==> config.mk <==
export PLATFORM = sky130hd
export DESIGN_NAME = pgd_queue
export DESIGN_NICKNAME = d
export VERILOG_FILES = /design/src/rtl/pgd_pkg.sv /design/src/rtl/pgd_queue.sv
export SDC_FILE = /design/constraint.sdc
export NUM_CORES = 1
export LEC_CHECK = 0
export ABC_AREA = 1
export BUFFER_PORTS_ARGS = -buffer_cell sky130_fd_sc_hd__buf_2
export CORE_ASPECT_RATIO = 0.9
export CORE_MARGIN = 2
export CORE_UTILIZATION = 35
export CTS_CLUSTER_DIAMETER = 150
export DETAILED_ROUTE_END_ITERATION = 8
export PLACE_DENSITY = 0.58
export RECOVER_POWER = 25
export SLEW_MARGIN = 20
export SYNTH_ARGS = -nofsm -noshare
export SYNTH_HDL_FRONTEND = slang
export SYNTH_SLANG_ARGS = --single-unit
export TNS_END_PERCENT = 10
==> constraint.sdc <==
create_clock -name clk_i -period 28.2 [get_ports clk_i]
set_input_delay 0 -clock clk_i [delete_from_list [all_inputs] [get_ports clk_i]]
set_output_delay 0 -clock clk_i [all_outputs]
set_load 0.02 [all_outputs]
==> src/rtl/pgd_pkg.sv <==
`timescale 1ns / 1ps
// ----------------------------------------------------------------------------
// pgd_pkg
// Shared types and constants of the 2x2 point grid downsampler.
// ----------------------------------------------------------------------------
package pgd_pkg;

  localparam int unsigned MaxWidth    = 1024;
  localparam int unsigned HeightLimit = 4096;
  localparam int unsigned ColW        = $clog2(MaxWidth);
  localparam int unsigned RowW        = $clog2(HeightLimit);
  localparam int unsigned CfgWidthW   = 11;
  localparam int unsigned CfgHeightW  = 13;
  localparam int unsigned LimitW      = 62;
  localparam int unsigned QueueDepth  = 4;
  localparam int unsigned QueuePtrW   = $clog2(QueueDepth);

  // register indexes
  typedef enum logic [1:0] {
    REG_WIDTH  = 2'd0,
    REG_HEIGHT = 2'd1,
    REG_LIMIT  = 2'd2
  } reg_idx_e;

  typedef struct packed {
    logic signed [31:0] x;
    logic signed [31:0] y;
    logic signed [31:0] z;
    logic [31:0]        color;
    logic               valid;
  } point_t;

  // one full cell handed from front to back
  typedef struct packed {
    point_t p0;
    point_t p1;
    point_t p2;
    point_t p3;
    logic   frame_end;
  } cell_t;

  // back-end phase sequence
  typedef enum logic [2:0] {
    BK_IDLE,
    BK_SQUARE,
    BK_SUM,
    BK_DIVIDE,
    BK_OUT
  } back_state_e;

endpackage

==> src/rtl/pgd_queue.sv <==
`timescale 1ns / 1ps
// ----------------------------------------------------------------------------
// pgd_queue
// Short cell queue between the front and back ends.
// ----------------------------------------------------------------------------
module pgd_queue import pgd_pkg::*; (
  input  logic  clk_i,
  input  logic  rst_ni,
  input  logic  wr_i,
  output logic  wr_ready_o,
  input  cell_t wr_data_i,
  output logic  rd_valid_o,
  input  logic  rd_i,
  output cell_t rd_data_o
);

  cell_t                mem_q [QueueDepth];
  logic [QueuePtrW-1:0] wp_q, rp_q;
  logic [QueuePtrW:0]   cnt_q;
  logic                 do_wr, do_rd;

  assign wr_ready_o = cnt_q != (QueuePtrW+1)'(QueueDepth);
  assign rd_valid_o = cnt_q != '0;
  assign do_wr      = wr_i && wr_ready_o;
  assign do_rd      = rd_i && rd_valid_o;
  assign rd_data_o  = mem_q[rp_q];

  always_ff @(posedge clk_i) begin
    if (do_wr) mem_q[wp_q] <= wr_data_i;
  end

  // pointers and fill count
  always_ff @(posedge clk_i or negedge rst_ni) begin
    if (!rst_ni) begin
      wp_q  <= '0;
      rp_q  <= '0;
      cnt_q <= '0;
    end else begin
      if (do_wr) wp_q <= wp_q + 1'b1;
      if (do_rd) rp_q <= rp_q + 1'b1;
      cnt_q <= cnt_q + (QueuePtrW+1)'(do_wr) - (QueuePtrW+1)'(do_rd);
    end
  end

`ifndef SYNTHESIS
  a_no_over: assert property (@(posedge clk_i) disable iff (!rst_ni)
    cnt_q <= (QueuePtrW+1)'(QueueDepth)) else $error("queue overflow");
  a_cnt_step: assert property (@(posedge clk_i) disable iff (!rst_ni)
    (do_wr && !do_rd) |=> cnt_q == $past(cnt_q) + 1'b1) else $error("count step");
  a_rd_valid: assert property (@(posedge clk_i) disable iff (!rst_ni)
    (cnt_q == '0) |-> !rd_valid_o) else $error("read from empty");
`endif

endmodule

==> flow_summary.yaml, run 1 <==
sta:
  slew_violations: 0
  hold_viol: 0
  slew_headroom_pct: 23.8
  max_freq_mhz: 153
  fin_setup_tns_ns: 0
  fin_skew_ns: 0.0672
  rsz0062_at_grt: "false"
  fin_crit_sh_pct: 23.2
  final-setup-viol-count: 0
  worst_slew_pin_slew_ns: 1.14
  fin_crit_ns: 6.54
place:
  numPortBuffers: 1039
  finalWeightedCongestion: 0.810
  hpwl_um: 129000
  place_inst: 10400
  dpl_cell_area_um2: 89000
hold_path:
  min_path_type: "in2reg"
global_routing:
  grt_pass1_wl_um: 322000
  antenna_found_initial: 52
  grt_pass1_vias: 52400
  grt_max_degree: 242
  grt_usage_pct: 17.6
  overflow: 0
detailed_routing:
  wirelength_um: 214000
  wl_per_cell_um: 18.1
  dr.pass1.iters: 7
  drc: 0
  drtAntennaViolNets: 0
  drt_iter0_markers: 4110
  vias: 54600
  via_per_inst: 4.61
worst_setup_path:
  crit_arrival_ns: 6.54
  worstPathMaxFanout: 234
  required_ns: 28.20
  start_kind: "flip-flop"
  cpPeakStageDelay_ns: 0.94
  path_common_cell: "buf_4"
  setup.worst_path.class: "reg2out"
  crit_chain: "buf_12, buf_4, buf_4, buf_4, buf_12, nor2_1, nor2_1, o21ai_0, nand2_1, buf_2"
  crit_family: "buffers and inverters"
  critPathSlowestCell: "dfrtp_4"
  critPathBufInv: 6
  endpoint_kind: "output port"
floorplan:
  num_rows: 167
  die_h_um: 461
  start_util_pct: 35.2
  core_um2: 230000
  fp.dieArea_um2: 235000
  io_pins: 1040
  dieWidth_um: 511
clocking:
  cts_max_level: 4
  cts_buffers: 207
  max-clock-path-buffers: 3
  ctsResizeCount: 0
  insertion_delay_ns: 0.83
  cts_tree: "done"
  clk_pin_slew_worst_paths_ns: 0.06
  cts_setup_buffers: 0
  hold_buffers: 1033
  clkSinkCount: 2075
  root_buffer: "clkbuf_16"
synth:
  synth_cell_types: 16
  synth-seq-cells: 2075
  syn_area_per_cell_um2: 12.3
  syn-num-nets: 7135
  syn_area_um2: 81100
  yosys_warnings: 0
  syn_inst: 6607
  yosysSeqAreaShare_pct: 76.8
cells_and_area:
  layout_common_cells: "edfxtp_1 (2,068), nand2_1 (1,570), nor2_1 (1,035)"
  num-nets-final: 9134
  finish.utilization_pct: 46.0
  drive_gt1_share_pct: 15.5
  syn_to_final_growth_pct: 30.7
  final_cell_area_um2: 106000
  stdcell_count: 11900
  mostFrequentLayoutCell: "edfxtp_1"
pwr:
  p_leak_nw: 41.6
  ir_worst_vdd_mv: 0.0965
  power.density_cell_area_nw_per_um2: 104
flow_run:
  cap_violations: 0
status:
  status: "finished, final reports clean"
-- state kept, by name (all words and copies together) (netlist names) --
| register | count |
|---|---|
| rp_q | 2 |
| wp_q | 2 |
| mem_q | 2068 |
| cnt_q | 3 |
-- cells in the mapped netlist (all sizes together) --
cell type | instances | share of area (%)
buf | 156 | 1.2
clkbuf | 188 | 0.87
dfrtp | 7 | 0.22
edfxtp | 2068 | 77
fa | 1 | 0.025
ha | 6 | 0.093
inv | 533 | 2.5
nand2 | 1570 | 7.3
nand3 | 5 | 0.031
nor2 | 1039 | 4.8
o21ai | 1034 | 6.4
-- cell type report --
| class | count | area (um^2) |
|---|---|---|
| Tap cell | 3042 | 3810 |
| Antenna cell | 41 | 103 |
| Timing Repair Buffer | 2134 | 16100 |
| Clock buffer | 264 | 5440 |
| Clock inverter | 106 | 1050 |
| Fill cell | 20800 | 124000 |
| Inverter | 533 | 2020 |
| Multi-Input combinational cell | 3655 | 15100 |
| Sequential cell | 2075 | 62300 |
-- stage by stage --
stage / total power [W] / hold WS (ns) / worst slack [ns]
after floorplan: 0.00733 / -0.296 / 4.51
after global placement: 0.00825 / -0.151 / 22.33
after detailed placement: 0.00830 / -0.145 / 22.29
after CTS: 0.0111 / 0.00506 / 21.61
after global routing: 0.0116 / 0.0609 / 21.08
final: 0.0110 / 0.109 / 21.66
-- power by group --
part	leakage, nW	total [W]	switching [W]	internal, W
Combinational	19.4	0.00415	0.00306	0.00109
Clock	3.14	0.00265	0.00116	0.00148
Sequential	19.0	0.00418	0.000123	0.00405
-- worst paths after layout --
kind,cells after the start,start,slack [ns],end
setup / recovery,10,rp_q[0]$_DFFE_PN0P_,21.66,rd_data_o[356]
hold / removal,2,wr_data_i[357],0.11,mem_q[1][357]$_DFFE_PP_
setup reg to reg,9,cnt_q[1]$_DFF_PN0_,22.38,mem_q[1][393]$_DFFE_PP_
hold reg to reg,1,cnt_q[0]$_DFF_PN0_,0.52,cnt_q[0]$_DFF_PN0_
max in group asynchronous,3,rst_ni,27.68,rp_q[0]$_DFFE_PN0P_
min in group asynchronous,3,rst_ni,0.22,wp_q[1]$_DFFE_PN0P_
-- cell families (layout without fill, tap and decap cells) --
| family | Yosys count | count (layout) | synth area share (%) |
|---|---|---|---|
| and+or+nand+nor | 2614 | 2614 | 12.1 |
| DFF | 2075 | 2075 | 76.8 |
| AOI/OAI and AO/OA | 1034 | 1034 | 6.38 |
| buffers and inverters | 877 | 3037 | 4.56 |
| adders and majority gates | 7 | 7 | 0.117 |
| other | 0 | 41 | 0 |
-- per-layer routing --
metal	GRT usage, %	up-vias	wire length [um]
li1	-	26400	-
met1	22.8	26300	91700
met2	28.4	1542	99800
met3	5.34	342	16600
met4	5.14	38	5970
met5	0	-	246
No activity file was read; power rests on OpenSTA's default activity.
==> inputs of run 2 (changes only) <==
==> constraint.sdc (replaced) <==
create_clock -name clk_i -period 6.4 [get_ports clk_i]
set_input_delay 0 -clock clk_i [delete_from_list [all_inputs] [get_ports clk_i]]
set_output_delay 0 -clock clk_i [all_outputs]
set_load 0.02 [all_outputs]
==> run 2 against run 1 <==
Compared with the run above: total power rose to 4.4 times the previous value; setup slack got worse by 20 ns; design area rose by 0.54%; combinational power rose to 4.4 times the previous value; largest cell class unchanged; critical path depth fell by 3.
==> flow_summary.yaml, run 2 (synthesis results as in run 1) <==
status:
  status: "finished, final reports clean"
detailed_routing:
  met2WireLength_um: 101000
  highest_layer: "met5"
  met1_length_um: 89600
  wl_per_cell_um: 18.0
  vias: 54700
  dr_wl_met3_um: 16900
  via_per_inst: 4.60
  drt_iter0_markers: 4368
  dr.pass1.iters: 6
  drtAntennaViolNets: 0
  drc: 0
  wirelength_um: 214000
sta:
  max_freq_mhz: 234
  hold_viol: 0
  whs_ns: 0.0967
  fin_crit_sh_pct: 66.7
  fin_crit_ns: 4.27
  worst_slew_pin_slew_ns: 1.13
  slew_violations: 0
  fin_ws_ns: 2.13
  fin_setup_tns_ns: 0
  fin_skew_ns: 0.0659
  slew_headroom_pct: 24.6
  rsz0062_at_grt: "false"
  final-setup-viol-count: 0
worst_setup_path:
  crit_chain: "buf_4, buf_4, nor2_1, nor2_1, o21ai_0, nand2_1, buf_2"
  endpoint_kind: "output port"
  critPathSlowestCell: "dfrtp_4"
  required_ns: 6.40
  cpPeakStageDelay_ns: 0.94
  r2r_setup_slack_ns: 3.44
  setup.worst_path.class: "reg2out"
  worstPathMaxFanout: 93
  r2r_cells: 6
  start_kind: "flip-flop"
  crit_arrival_ns: 4.27
hold_path:
  min_path_type: "in2reg"
  min_path_cells: 2
clocking:
  root_buffer: "clkbuf_16"
  ctsResizeCount: 0
  insertion_delay_ns: 0.84
  cts_buffers: 210
  cts_max_level: 4
  max-clock-path-buffers: 3
  clk_pin_slew_worst_paths_ns: 0.06
  cts_tree: "done"
  clkSinkCount: 2075
cells_and_area:
  regMostFlops: "mem_q"
  layout_common_cells: "edfxtp_1 (2,068), nand2_1 (1,568), nor2_1 (1,034)"
  mostFrequentLayoutCell: "edfxtp_1"
  drive_gt1_share_pct: 16.0
  syn_to_final_growth_pct: 31.4
  num-nets-final: 9155
  fillerInstances: 20500
  reg_top3: "mem_q: 2068 flops, cnt_q: 3 flops"
  stdcell_count: 11900
  finish.utilization_pct: 46.2
  largest_register_ffs: 2068
floorplan:
  core_um2: 230000
  num_rows: 167
  dieWidth_um: 511
  fp.dieArea_um2: 235000
  die_h_um: 461
  io_pins: 1040
  start_util_pct: 35.2
pwr:
  power.density_cell_area_nw_per_um2: 456
  ir_worst_vdd_mv: 0.384
  p_leak_nw: 41.9
place:
  dp_slack_ns: 3.00
  place_inst: 10400
  hpwl_um: 130000
  numPortBuffers: 1039
  finalWeightedCongestion: 0.796
global_routing:
  grt_usage_pct: 17.6
  grt_pass1_wl_um: 322000
  overflow: 0
  grt_max_degree: 219
  grt_pass1_vias: 52700
  antenna_found_initial: 51
flow_run:
  cap_violations: 0
run 2: cell count changes in the layout (fill, tap and decap cells not counted), sizes merged:
| cell | before | now |
|---|---|---|
| clkinv | 85 | 100 |
| dlygate4sd3 | 1033 | 1030 |
| clkinvlp | 2 | 5 |
| inv | 539 | 542 |
| buf | 1088 | 1110 |
| diode | 41 | 39 |
| clkbuf | 277 | 272 |
| bufinv | 13 | 14 |
run 2: cell type report:
class / instances / area, um^2 / share of cell area [%]
Antenna cell: 39 / 97.6 / 0.0916
Clock buffer: 260 / 5440 / 5.11
Clock inverter: 128 / 1250 / 1.17
Inverter: 533 / 2020 / 1.89
Multi-Input combinational cell: 3655 / 15100 / 14.2
Sequential cell: 2075 / 62300 / 58.5
Tap cell: 3042 / 3810 / 3.57
Timing Repair Buffer: 2152 / 16500 / 15.5
run 2: power breakdown:
group	switching, W	internal (W)	total (W)	leakage (nW)
combinational	0.0134	0.00495	0.0183	19.6
sequential	0.000542	0.0178	0.0184	19.0
clock	0.00522	0.00665	0.0119	3.25
total	0.0191	0.0294	0.0486	41.9
run 2: what timing repair did:
| item | CTS | global route |
|---|---|---|
| hold buffers | 1030 | 0 |
| buffers inserted | 0 | 0 |
| hold endpoints to repair | 2199 | 0 |
run 2: per-layer routing:
layer	GRT usage [%]	up-vias
met5	0	-
met4	5.31	38
met2	28.6	1553
li1	-	26500
met3	5.11	379
met1	22.9	26300
run 2: critical path, delay by kind of cell, from the launching register on:
| kind | cells | cell delay, ns |
|---|---|---|
| compound gates | 1 | 0.11 |
| buf+inv | 3 | 1.71 |
| flops | 1 | 0.94 |
| simple gates | 3 | 0.43 |
run 2: path summary, 6_finish.rpt:
check | from | endpoint
worst max-delay path | rp_q[0]$_DFFE_PN0P_ | rd_data_o[396]
worst max register to register | cnt_q[1]$_DFF_PN0_ | mem_q[2][391]$_DFFE_PP_
max in group asynchronous | rst_ni | rp_q[0]$_DFFE_PN0P_
worst min-delay path | wr_data_i[356] | mem_q[2][356]$_DFFE_PP_
min in group asynchronous | rst_ni | rp_q[0]$_DFFE_PN0P_
worst min register to register | cnt_q[0]$_DFF_PN0_ | cnt_q[0]$_DFF_PN0_
run 2: metrics by stage:
| step | cell area, um^2 | total power (W) |
|---|---|---|
| after detailed placement | 89400 | 0.0365 |
| final | 106000 | 0.0486 |
| after global placement | 89400 | 0.0363 |
| after global routing | 106000 | 0.0513 |
| after CTS | 106000 | 0.0490 |
| after floorplan | 81100 | 0.0306 |
